==> config.mk <==
export PLATFORM = sky130hd
export DESIGN_NAME = hall_speed_pid_pwm
export DESIGN_NICKNAME = d
export VERILOG_FILES = /design/src/sv/hsp_pkg.sv /design/src/sv/hsp_seq.sv /design/src/sv/hall_speed_pid_pwm.sv
export SDC_FILE = /design/constraint.sdc
export NUM_CORES = 2
export LEC_CHECK = 0
export BUFFER_PORTS_ARGS = -buffer_cell sky130_fd_sc_hd__buf_4
export CAP_MARGIN = 0
export CORE_MARGIN = 10
export CORE_UTILIZATION = 50
export CTS_BUF_LIST = sky130_fd_sc_hd__clkbuf_8
export DETAILED_ROUTE_END_ITERATION = 8
export GPL_TIMING_DRIVEN = 0
export PLACE_DENSITY = 0.69
export SYNTH_ARGS = -nofsm -noshare
export SYNTH_HDL_FRONTEND = slang
export SYNTH_SLANG_ARGS = --single-unit
==> constraint.sdc <==
create_clock -name clk_i -period 26 [get_ports clk_i]
set_input_delay 5.2 -clock clk_i [delete_from_list [all_inputs] [get_ports clk_i]]
set_output_delay 5.2 -clock clk_i [all_outputs]
set_load 0.01 [all_outputs]
==> src/sv/hsp_pkg.sv <==
// package for the hall speed pid controller: widths, register indexes, microcode
package hsp_pkg;

  // field and bus widths
  localparam int CmdW    = 16;
  localparam int InDataW = 16;
  localparam int OutDataW = 72;
  localparam int CfgIdxW = 3;
  localparam int CfgDataW = 16;
  localparam int ProdW   = 36;
  localparam int StepW   = 4;

  // register indexes
  localparam logic [CfgIdxW-1:0] RegGainP     = 3'd0;
  localparam logic [CfgIdxW-1:0] RegGainI     = 3'd1;
  localparam logic [CfgIdxW-1:0] RegGainD     = 3'd2;
  localparam logic [CfgIdxW-1:0] RegIntLimit  = 3'd3;
  localparam logic [CfgIdxW-1:0] RegDeadZone  = 3'd4;
  localparam logic [CfgIdxW-1:0] RegPeriod    = 3'd5;
  localparam logic [CfgIdxW-1:0] RegReverse   = 3'd6;
  localparam logic [CfgIdxW-1:0] RegDirMode   = 3'd7;

  // request kinds carried in tuser
  localparam logic ReqHall = 1'b0;

  // reciprocals for division by constants
  localparam logic [17:0] Recip60   = 18'd34953;      // x/60 = (x*m) >> 21, x <= 2^15
  localparam logic [17:0] Recip100  = 18'd83887;      // x/100 = (x*m) >> 23, x < 2^16
  localparam logic [29:0] Recip10k  = 30'd879609303;  // x/10000 = (x*m) >> 43, x < 2^29

  // multiplier operand selection
  typedef enum logic [2:0] {
    MulNone,
    MulCmd60,
    MulErrP,
    MulIntI,
    MulDerrD,
    MulPm1100,
    MulDrvPm1
  } mul_sel_e;

  // accumulator operation
  typedef enum logic [1:0] {
    AccHold,
    AccLoad,
    AccAdd
  } acc_op_e;

  // datapath register update
  typedef enum logic [3:0] {
    DpNop,
    DpSpeed,
    DpTarget,
    DpError,
    DpIntegral,
    DpLastErr,
    DpResult,
    DpDrive,
    DpEmit
  } dp_op_e;

  // one microcode word
  typedef struct packed {
    mul_sel_e mul_sel;
    acc_op_e  acc_op;
    dp_op_e   dp_op;
    logic     jmp_hall;
    logic     last;
  } ctrl_word_t;

  // control program, one word per step
  function automatic ctrl_word_t ucode_word(input logic [StepW-1:0] step);
    ctrl_word_t cw;
    cw = '{mul_sel: MulNone, acc_op: AccHold, dp_op: DpNop, jmp_hall: 1'b0, last: 1'b0};
    case (step)
      4'd0: cw = '{mul_sel: MulCmd60, acc_op: AccHold, dp_op: DpSpeed,
                   jmp_hall: 1'b1, last: 1'b0};
      4'd1: cw.dp_op = DpTarget;
      4'd2: cw.dp_op = DpError;
      4'd3: begin
        cw.mul_sel = MulErrP;
        cw.dp_op   = DpIntegral;
      end
      4'd4: begin
        cw.mul_sel = MulIntI;
        cw.acc_op  = AccLoad;
      end
      4'd5: begin
        cw.mul_sel = MulDerrD;
        cw.acc_op  = AccAdd;
        cw.dp_op   = DpLastErr;
      end
      4'd6: begin
        cw.mul_sel = MulPm1100;
        cw.acc_op  = AccAdd;
      end
      4'd7: cw.dp_op = DpResult;
      4'd8: cw.dp_op = DpDrive;
      4'd9: cw.mul_sel = MulDrvPm1;
      4'd10: begin
        cw.dp_op = DpEmit;
        cw.last  = 1'b1;
      end
      default: cw.last = 1'b1;
    endcase
    return cw;
  endfunction

endpackage

==> src/sv/hsp_seq.sv <==
// microcode sequencer: step counter, program table and item handshake control
module hsp_seq (
  input  logic                clk_i,
  input  logic                rst_ni,
  input  logic                start_i,
  input  logic                is_hall_i,
  input  logic                out_free_i,
  output logic                busy_o,
  output logic                step_en_o,
  output hsp_pkg::ctrl_word_t cw_o
);
  import hsp_pkg::*;

  logic             busy_q;
  logic [StepW-1:0] step_q;

  // current control word
  assign cw_o      = ucode_word(step_q);
  assign busy_o    = busy_q;
  // the final step waits for a free output register
  assign step_en_o = busy_q && !(cw_o.last && !out_free_i);

  // step counter and busy flag
  always_ff @(posedge clk_i or negedge rst_ni) begin
    if (!rst_ni) begin
      busy_q <= 1'b0;
      step_q <= '0;
    end else if (start_i) begin
      busy_q <= 1'b1;
      step_q <= '0;
    end else if (step_en_o) begin
      if ((cw_o.jmp_hall && is_hall_i) || cw_o.last) begin
        busy_q <= 1'b0;
      end else begin
        step_q <= step_q + 1'b1;
      end
    end
  end

endmodule

==> src/sv/hall_speed_pid_pwm.sv <==
// top level: hall odometer, pid loop and pwm compare datapath under microcode control
//
// channel   dir  tdata fields (low bit up)                          tuser
// s_axis    in   speed_cmd                                          req_type
// m_axis    out  duty_compare, dir_compare, dir_level,              -
//                measured_speed, pid_output
// cfg       in   write enable, register index, write data           -
//
// a hall edge is accepted, then updates the odometer; a control tick is accepted,
// then runs 11 microcode steps through one shared 18x18 multiplier.
// the last step waits while the previous result is still held on m_axis.
// a new item is accepted while a result waits, once the sequencer is idle.
// reset clears the odometer, integral, last error and loads register defaults.
module hall_speed_pid_pwm (
  input  logic                          clk_i,
  input  logic                          rst_ni,
  input  logic                          s_axis_tvalid,
  output logic                          s_axis_tready,
  input  logic [hsp_pkg::InDataW-1:0]   s_axis_tdata,   // speed_cmd
  input  logic                          s_axis_tuser,   // req_type
  output logic                          m_axis_tvalid,
  input  logic                          m_axis_tready,
  // duty_compare, dir_compare, dir_level, measured_speed, pid_output, zero pad
  output logic [hsp_pkg::OutDataW-1:0]  m_axis_tdata,
  input  logic                          cfg_we_i,
  input  logic [hsp_pkg::CfgIdxW-1:0]   cfg_idx_i,
  input  logic [hsp_pkg::CfgDataW-1:0]  cfg_data_i
);
  import hsp_pkg::*;

  // configuration registers
  logic [15:0] gain_p_q, gain_i_q, gain_d_q, period_q;
  logic [14:0] int_limit_q;
  logic [12:0] dead_zone_q;
  logic        reverse_q, dir_mode_q;

  // item and loop state
  logic [CmdW-1:0]  cmd_q;
  logic             req_q;
  logic [31:0]      odo_q, last_odo_q;
  logic [15:0]      speed_q;
  logic [11:0]      target_q;
  logic [15:0]      err_q, integral_q, last_err_q;
  logic signed [ProdW-1:0] prod_q, acc_q;
  logic [15:0]      res_q, dcmp_q;
  logic [12:0]      drive_q;

  // output register
  logic                out_valid_q;
  logic [OutDataW-1:0] out_data_q;

  // sequencer
  ctrl_word_t cw;
  logic       busy, step_en, accept, out_free;

  assign accept        = s_axis_tvalid && s_axis_tready;
  assign s_axis_tready = !busy;
  assign out_free      = !out_valid_q || m_axis_tready;
  assign m_axis_tvalid = out_valid_q;
  assign m_axis_tdata  = out_data_q;

  hsp_seq u_seq (
    .clk_i      (clk_i),
    .rst_ni     (rst_ni),
    .start_i    (accept),
    .is_hall_i  (req_q == ReqHall),
    .out_free_i (out_free),
    .busy_o     (busy),
    .step_en_o  (step_en),
    .cw_o       (cw)
  );

  // configuration writes
  always_ff @(posedge clk_i or negedge rst_ni) begin
    if (!rst_ni) begin
      gain_p_q    <= 16'd128;
      gain_i_q    <= 16'd512;
      gain_d_q    <= 16'd0;
      int_limit_q <= 15'd150;
      dead_zone_q <= 13'd40;
      period_q    <= 16'd1000;
      reverse_q   <= 1'b0;
      dir_mode_q  <= 1'b0;
    end else if (cfg_we_i) begin
      unique case (cfg_idx_i)
        RegGainP:    gain_p_q    <= cfg_data_i;
        RegGainI:    gain_i_q    <= cfg_data_i;
        RegGainD:    gain_d_q    <= cfg_data_i;
        RegIntLimit: int_limit_q <= cfg_data_i[14:0];
        RegDeadZone: dead_zone_q <= cfg_data_i[12:0];
        RegPeriod:   period_q    <= cfg_data_i;
        RegReverse:  reverse_q   <= cfg_data_i[0];
        RegDirMode:  dir_mode_q  <= cfg_data_i[0];
      endcase
    end
  end

  // shared operands
  logic [16:0] abs_cmd;
  logic [16:0] derr;
  logic [15:0] pm1;
  assign abs_cmd = cmd_q[15] ? (17'd0 - {1'b1, cmd_q}) : {1'b0, cmd_q};
  assign derr    = {err_q[15], err_q} - {last_err_q[15], last_err_q};
  assign pm1     = (period_q == 16'd0) ? 16'd0 : period_q - 16'd1;

  // shared multiplier operand mux
  logic signed [17:0] mul_a, mul_b;
  logic signed [ProdW-1:0] mul_p;
  always_comb begin
    mul_a = '0;
    mul_b = '0;
    unique case (cw.mul_sel)
      MulNone: begin
        mul_a = '0;
        mul_b = '0;
      end
      MulCmd60: begin
        mul_a = {1'b0, abs_cmd};
        mul_b = Recip60;
      end
      MulErrP: begin
        mul_a = {{2{err_q[15]}}, err_q};
        mul_b = {2'b00, gain_p_q};
      end
      MulIntI: begin
        mul_a = {{2{integral_q[15]}}, integral_q};
        mul_b = {2'b00, gain_i_q};
      end
      MulDerrD: begin
        mul_a = {derr[16], derr};
        mul_b = {2'b00, gain_d_q};
      end
      MulPm1100: begin
        mul_a = {2'b00, pm1};
        mul_b = Recip100;
      end
      MulDrvPm1: begin
        mul_a = {5'b00000, drive_q};
        mul_b = {2'b00, pm1};
      end
    endcase
  end
  assign mul_p = mul_a * mul_b;

  // speed from odometer difference, saturated
  logic [31:0] odo_diff, odo_mag;
  logic [15:0] speed_d;
  assign odo_diff = odo_q - last_odo_q;
  assign odo_mag  = odo_diff[31] ? (32'd0 - odo_diff) : odo_diff;
  assign speed_d  = (odo_mag[31:16] != 16'd0) ? 16'hffff : odo_mag[15:0];

  // target = 100 - cmd/60
  logic [9:0]  tgt_q60;
  logic [11:0] target_d;
  assign tgt_q60  = prod_q[30:21];
  assign target_d = cmd_q[15] ? (12'd100 + {2'b00, tgt_q60}) : (12'd100 - {2'b00, tgt_q60});

  // error, saturated to 16 bits
  logic [17:0] err_wide;
  logic [15:0] err_d;
  assign err_wide = {{6{target_q[11]}}, target_q} - {2'b00, speed_q};
  always_comb begin
    if (err_wide[17:15] == 3'b000 || err_wide[17:15] == 3'b111) begin
      err_d = err_wide[15:0];
    end else if (err_wide[17]) begin
      err_d = 16'h8000;
    end else begin
      err_d = 16'h7fff;
    end
  end

  // integral with clamp and decay at rest
  logic [16:0] int_sum, lim_pos, lim_neg, int_clamp;
  logic [15:0] integral_d;
  assign int_sum = {integral_q[15], integral_q} + {err_q[15], err_q};
  assign lim_pos = {2'b00, int_limit_q};
  assign lim_neg = 17'd0 - lim_pos;
  always_comb begin
    priority if ($signed(int_sum) > $signed(lim_pos)) begin
      int_clamp = lim_pos;
    end else if ($signed(int_sum) < $signed(lim_neg)) begin
      int_clamp = lim_neg;
    end else begin
      int_clamp = int_sum;
    end
    integral_d = int_clamp[15:0];
    if (target_q == 12'd0 && speed_q == 16'd0) begin
      if ($signed(int_clamp[15:0]) > 16'sd0) begin
        integral_d = int_clamp[15:0] - 16'd1;
      end else if ($signed(int_clamp[15:0]) < 16'sd0) begin
        integral_d = int_clamp[15:0] + 16'd1;
      end
    end
  end

  // result: divide by 256 toward zero, then cap
  logic [ProdW-1:0]  acc_adj;
  logic signed [27:0] res_div;
  logic [15:0]       res_d;
  logic [15:0]       dcmp_d;
  assign acc_adj = acc_q + (acc_q[ProdW-1] ? 36'd255 : 36'd0);
  assign res_div = acc_adj[ProdW-1:8];
  always_comb begin
    priority if (res_div > 28'sd100) begin
      res_d = 16'd100;
    end else if (res_div < 28'sd0 && reverse_q) begin
      res_d = 16'd0;
    end else if (res_div < -28'sd32768) begin
      res_d = 16'h8000;
    end else begin
      res_d = res_div[15:0];
    end
    if (dir_mode_q) begin
      dcmp_d = 16'd0;
    end else if (reverse_q) begin
      dcmp_d = pm1;
    end else begin
      dcmp_d = {5'b00000, prod_q[33:23]};
    end
  end

  // drive = |6000 - 60*|res||, clamped and dead-zoned
  logic [16:0] abs_res;
  logic [22:0] d60, dmag;
  logic [12:0] dclamp, drive_d;
  assign abs_res = res_q[15] ? (17'd0 - {1'b1, res_q}) : {1'b0, res_q};
  assign d60     = {abs_res, 6'b000000} - {4'b0000, abs_res, 2'b00};
  assign dmag    = (d60 >= 23'd6000) ? (d60 - 23'd6000) : (23'd6000 - d60);
  assign dclamp  = (dmag > 23'd6000) ? 13'd6000 : dmag[12:0];
  assign drive_d = (dclamp < dead_zone_q) ? 13'd0 : dclamp;

  // duty = drive*pm1 / 10000 by reciprocal
  logic [58:0] duty_prod;
  logic [15:0] duty_d;
  assign duty_prod = prod_q[28:0] * Recip10k;
  assign duty_d    = duty_prod[58:43];

  // input capture
  always_ff @(posedge clk_i) begin
    if (accept) begin
      cmd_q <= s_axis_tdata;
      req_q <= s_axis_tuser;
    end
  end

  // loop state
  always_ff @(posedge clk_i or negedge rst_ni) begin
    if (!rst_ni) begin
      odo_q      <= '0;
      last_odo_q <= '0;
      integral_q <= '0;
      last_err_q <= '0;
    end else if (step_en) begin
      unique case (cw.dp_op)
        DpSpeed: begin
          if (req_q == ReqHall) begin
            odo_q <= reverse_q ? odo_q - 32'd1 : odo_q + 32'd1;
          end else begin
            last_odo_q <= odo_q;
          end
        end
        DpIntegral: integral_q <= integral_d;
        DpLastErr:  last_err_q <= err_q;
        default: ;
      endcase
    end
  end

  // working registers
  always_ff @(posedge clk_i) begin
    if (step_en) begin
      if (cw.mul_sel != MulNone) begin
        prod_q <= mul_p;
      end
      unique case (cw.acc_op)
        AccHold: ;
        AccLoad: acc_q <= prod_q;
        AccAdd:  acc_q <= acc_q + prod_q;
      endcase
      unique case (cw.dp_op)
        DpSpeed:  speed_q  <= speed_d;
        DpTarget: target_q <= target_d;
        DpError:  err_q    <= err_d;
        DpResult: begin
          res_q  <= res_d;
          dcmp_q <= dcmp_d;
        end
        DpDrive:  drive_q  <= drive_d;
        default: ;
      endcase
    end
  end

  // output register
  always_ff @(posedge clk_i or negedge rst_ni) begin
    if (!rst_ni) begin
      out_valid_q <= 1'b0;
    end else if (step_en && cw.dp_op == DpEmit) begin
      out_valid_q <= 1'b1;
    end else if (m_axis_tready) begin
      out_valid_q <= 1'b0;
    end
  end

  always_ff @(posedge clk_i) begin
    if (step_en && cw.dp_op == DpEmit) begin
      out_data_q <= {7'd0, res_q, speed_q, dir_mode_q & reverse_q, dcmp_q, duty_d};
    end
  end

endmodule

==> results.yml <==
layout:
  regArea_um2: 12200
  nNetsFinal: 7454
  drive_above_1_share: 0.0859
  fillers: 10000
  post-route-util: 0.546
  multiInputGateArea_um2: 40200
  fin_cells: 7628
  syn_to_final_growth_pct: 8.20
synth:
  synthTopCellsByCount: "inv_1, fa_1, ha_1"
  ys_seq_elements: 437
  yosysMostFrequentCell: "inv_1"
  ys_seq_area_frac: 0.214
  ys_warn_count: 0
  synthCells: 5848
  synth_area_um2: 56800
  async_reset_ff_frac: 0.449
  avgSynthCellArea_um2: 9.72
  yosysUniqueCellTypes: 111
  synth-edff-count: 241
  synthFlopType: "edfxtp_1"
  ys_top_cells_by_area: "fa_1, ha_1, edfxtp_1"
  synth_top_area_cell: "fa_1"
  synth_top_area_frac: 0.246
drt:
  drt-total-wl_um: 162000
  met1_length_um: 67000
  drt_iter0_markers: 3391
  drc: 0
  ant_nets: 0
  via_per_inst: 5.71
  wl_met3_um: 12300
  vias: 43600
  dr.pass1.iters: 9
  top_layer: "met5"
  wl_per_cell_um: 21.3
  wl_met2_um: 75500
flow_run:
  cap_violations: 0
floorplanning:
  start_util: 0.505
  pin_count: 115
  dieHeight_um: 357
  fp.coreArea_um2: 113000
  placementRows: 123
  die_area_um2: 128000
  chipWidth_um: 357
global_route:
  grt_use_total: 0.256
  grt_pass1_wl_um: 254000
  grt_pass1_vias: 44300
  grt-ovfl-total: 0
  antenna_found_initial: 9
  grt_max_degree: 102
clock_tree:
  clock-sinks: 437
  clk_path_buf_depth: 3
  clkTransAtPathRegs_ns: 0.06
  cts_setup_buffers: 0
  clock_latency_ns: 0.74
  ctsHoldBuffers: 0
  ctsResizeCount: 0
  cts_tree: "built"
  numCtsBuffers: 76
  cts_root_buffer: "clkbuf_8"
  h-tree-depth: 3
setup_path:
  path_common_cell: "fa_1"
  crit_arrival_ns: 12.87
  critPathBufInv: 7
  criticalPathCategory: "flop to flop"
  crit_path_start_kind: "flop"
  slowest_stage: "a21boi_1"
  max_stage_delay_ns: 1.18
  worst_path_dominant_cell_family: "compound AO/OA/AOI/OAI gates"
  required_ns: 26.40
  crit_path_end_kind: "flop"
  cp_max_fo: 10
sta:
  setup_violations: 0
  slew_headroom: 0.0204
  finalClockSkew_ns: 0.0559
  setup_tns_ns: 0
  timing.final.crit_share: 0.480
  max_freq_ghz: 0.0802
  final.min_clock_period_ns: 12.47
  hold_viol: 0
  rsz0062_at_grt: "false"
  slew_violations: 0
  tightestPinTransition_ns: 1.47
hold_path:
  hold_path.class: "flop to flop"
placed_design:
  portBuffers: 105
  hpwl_um: 136000
  dp.cells: 7483
  gp_congestion: 0.985
status:
  status: "finished, final reports clean"
==> stage by stage <==
| stage | cell area, um2 | hold slack (ns) | worst slack, ns |
|---|---|---|---|
| 3_3_place_gp | 59500 | 0.402 | 11.99 |
| 5_1_grt | 61500 | 0.418 | 12.95 |
| 3_5_place_dp | 59900 | 0.405 | 13.81 |
| 6_report | 61500 | 0.414 | 13.53 |
| 2_1_floorplan | 56900 | 0.400 | 15.53 |
| 4_1_cts | 61500 | 0.407 | 13.71 |
==> final cells by class <==
cell class	count	share of cell area
Clock buffer	80	0.0179
Clock inverter	61	0.00755
Timing Repair Buffer	129	0.0173
Tap cell	1500	0.0305
Antenna cell	2	0.0000814
Sequential cell	437	0.198
Inverter	1069	0.0652
Multi-Input combinational cell	4196	0.653
Buffer	154	0.0107
==> registers in the layout, indices dropped and copies added (netlist names), 32 cells and up <==
signal / flops
prod_q: 36
m_axis_tdata: 65
odo_q: 32
last_odo_q: 32
acc_q: 36
==> routing by layer <==
| metal | global-route usage | vias to the layer above |
|---|---|---|
| met5 | 0 | - |
| met4 | 0.102 | 4 |
| met3 | 0.0440 | 349 |
| met2 | 0.413 | 1605 |
| met1 | 0.340 | 21600 |
| li1 | - | 20000 |
==> final timing paths <==
check	startpoint	slack (ns)	cells past startpoint	endpoint
min in group asynchronous	rst_ni	4.48	1	odo_q[29]
worst max register to register	period_q[2]	13.53	32	prod_q[35]
worst max-delay path	period_q[2]	13.53	32	prod_q[35]
worst min-delay path	dcmp_q[9]	0.41	0	m_axis_tdata[25]
worst min register to register	dcmp_q[9]	0.41	0	m_axis_tdata[25]
max in group asynchronous	rst_ni	20.54	2	odo_q[3]
==> worst reg2reg max path, delay by kind of cell, from the launching register on <==
family,cells,cell delay [ns]
AOI/OAI and AO/OA,11,4.88
adders and majority gates,7,3.10
and+or+nand+nor,6,1.89
buffers and inverters,7,1.37
DFF,1,0.46
xor gates and xnor gates,1,0.43
==> placed cells by master, fill, tap and decap left out, types with 15 or more instances in the layout <==
master	count
clkbuf_1	121
a21o_1	97
edfxtp_1	241
o21ai_1	15
nand4_1	35
fa_1	698
clkbuf_8	80
nor3_1	104
mux2_2	145
o21ai_0	231
xnor2_1	179
o211ai_1	17
and3_1	37
clkinv_2	15
dfrtp_1	181
and2_1	31
mux2i_1	28
nor4_1	40
nand2_1	349
clkinv_1	15
o21a_1	53
a211oi_1	32
inv_1	1084
xor2_1	106
a21boi_0	33
a31o_2	18
nor2b_1	50
o31ai_1	30
a21oi_1	202
buf_4	121
or2_2	34
a31oi_1	21
o21bai_1	19
or3_1	34
nand2b_1	89
a211o_1	18
nand3_1	94
nor2_1	414
ha_1	652
==> kinds of logic (layout without fill, tap and decap cells) <==
family	count (synthesis)	after routing	share of synthesized area
and+or+nand+nor	1397	1397	0.120
adders and majority gates	1351	1351	0.390
buffers and inverters	1223	1493	0.0822
AOI/OAI and AO/OA	977	977	0.116
DFF	437	437	0.214
xor gates and xnor gates	287	287	0.0447
muxes	174	174	0.0339
other	2	12	0.000132
Power is left out: the tool's default activity adds up to more than one toggle a clock period on the data nets, which glitch-free logic cannot reach.
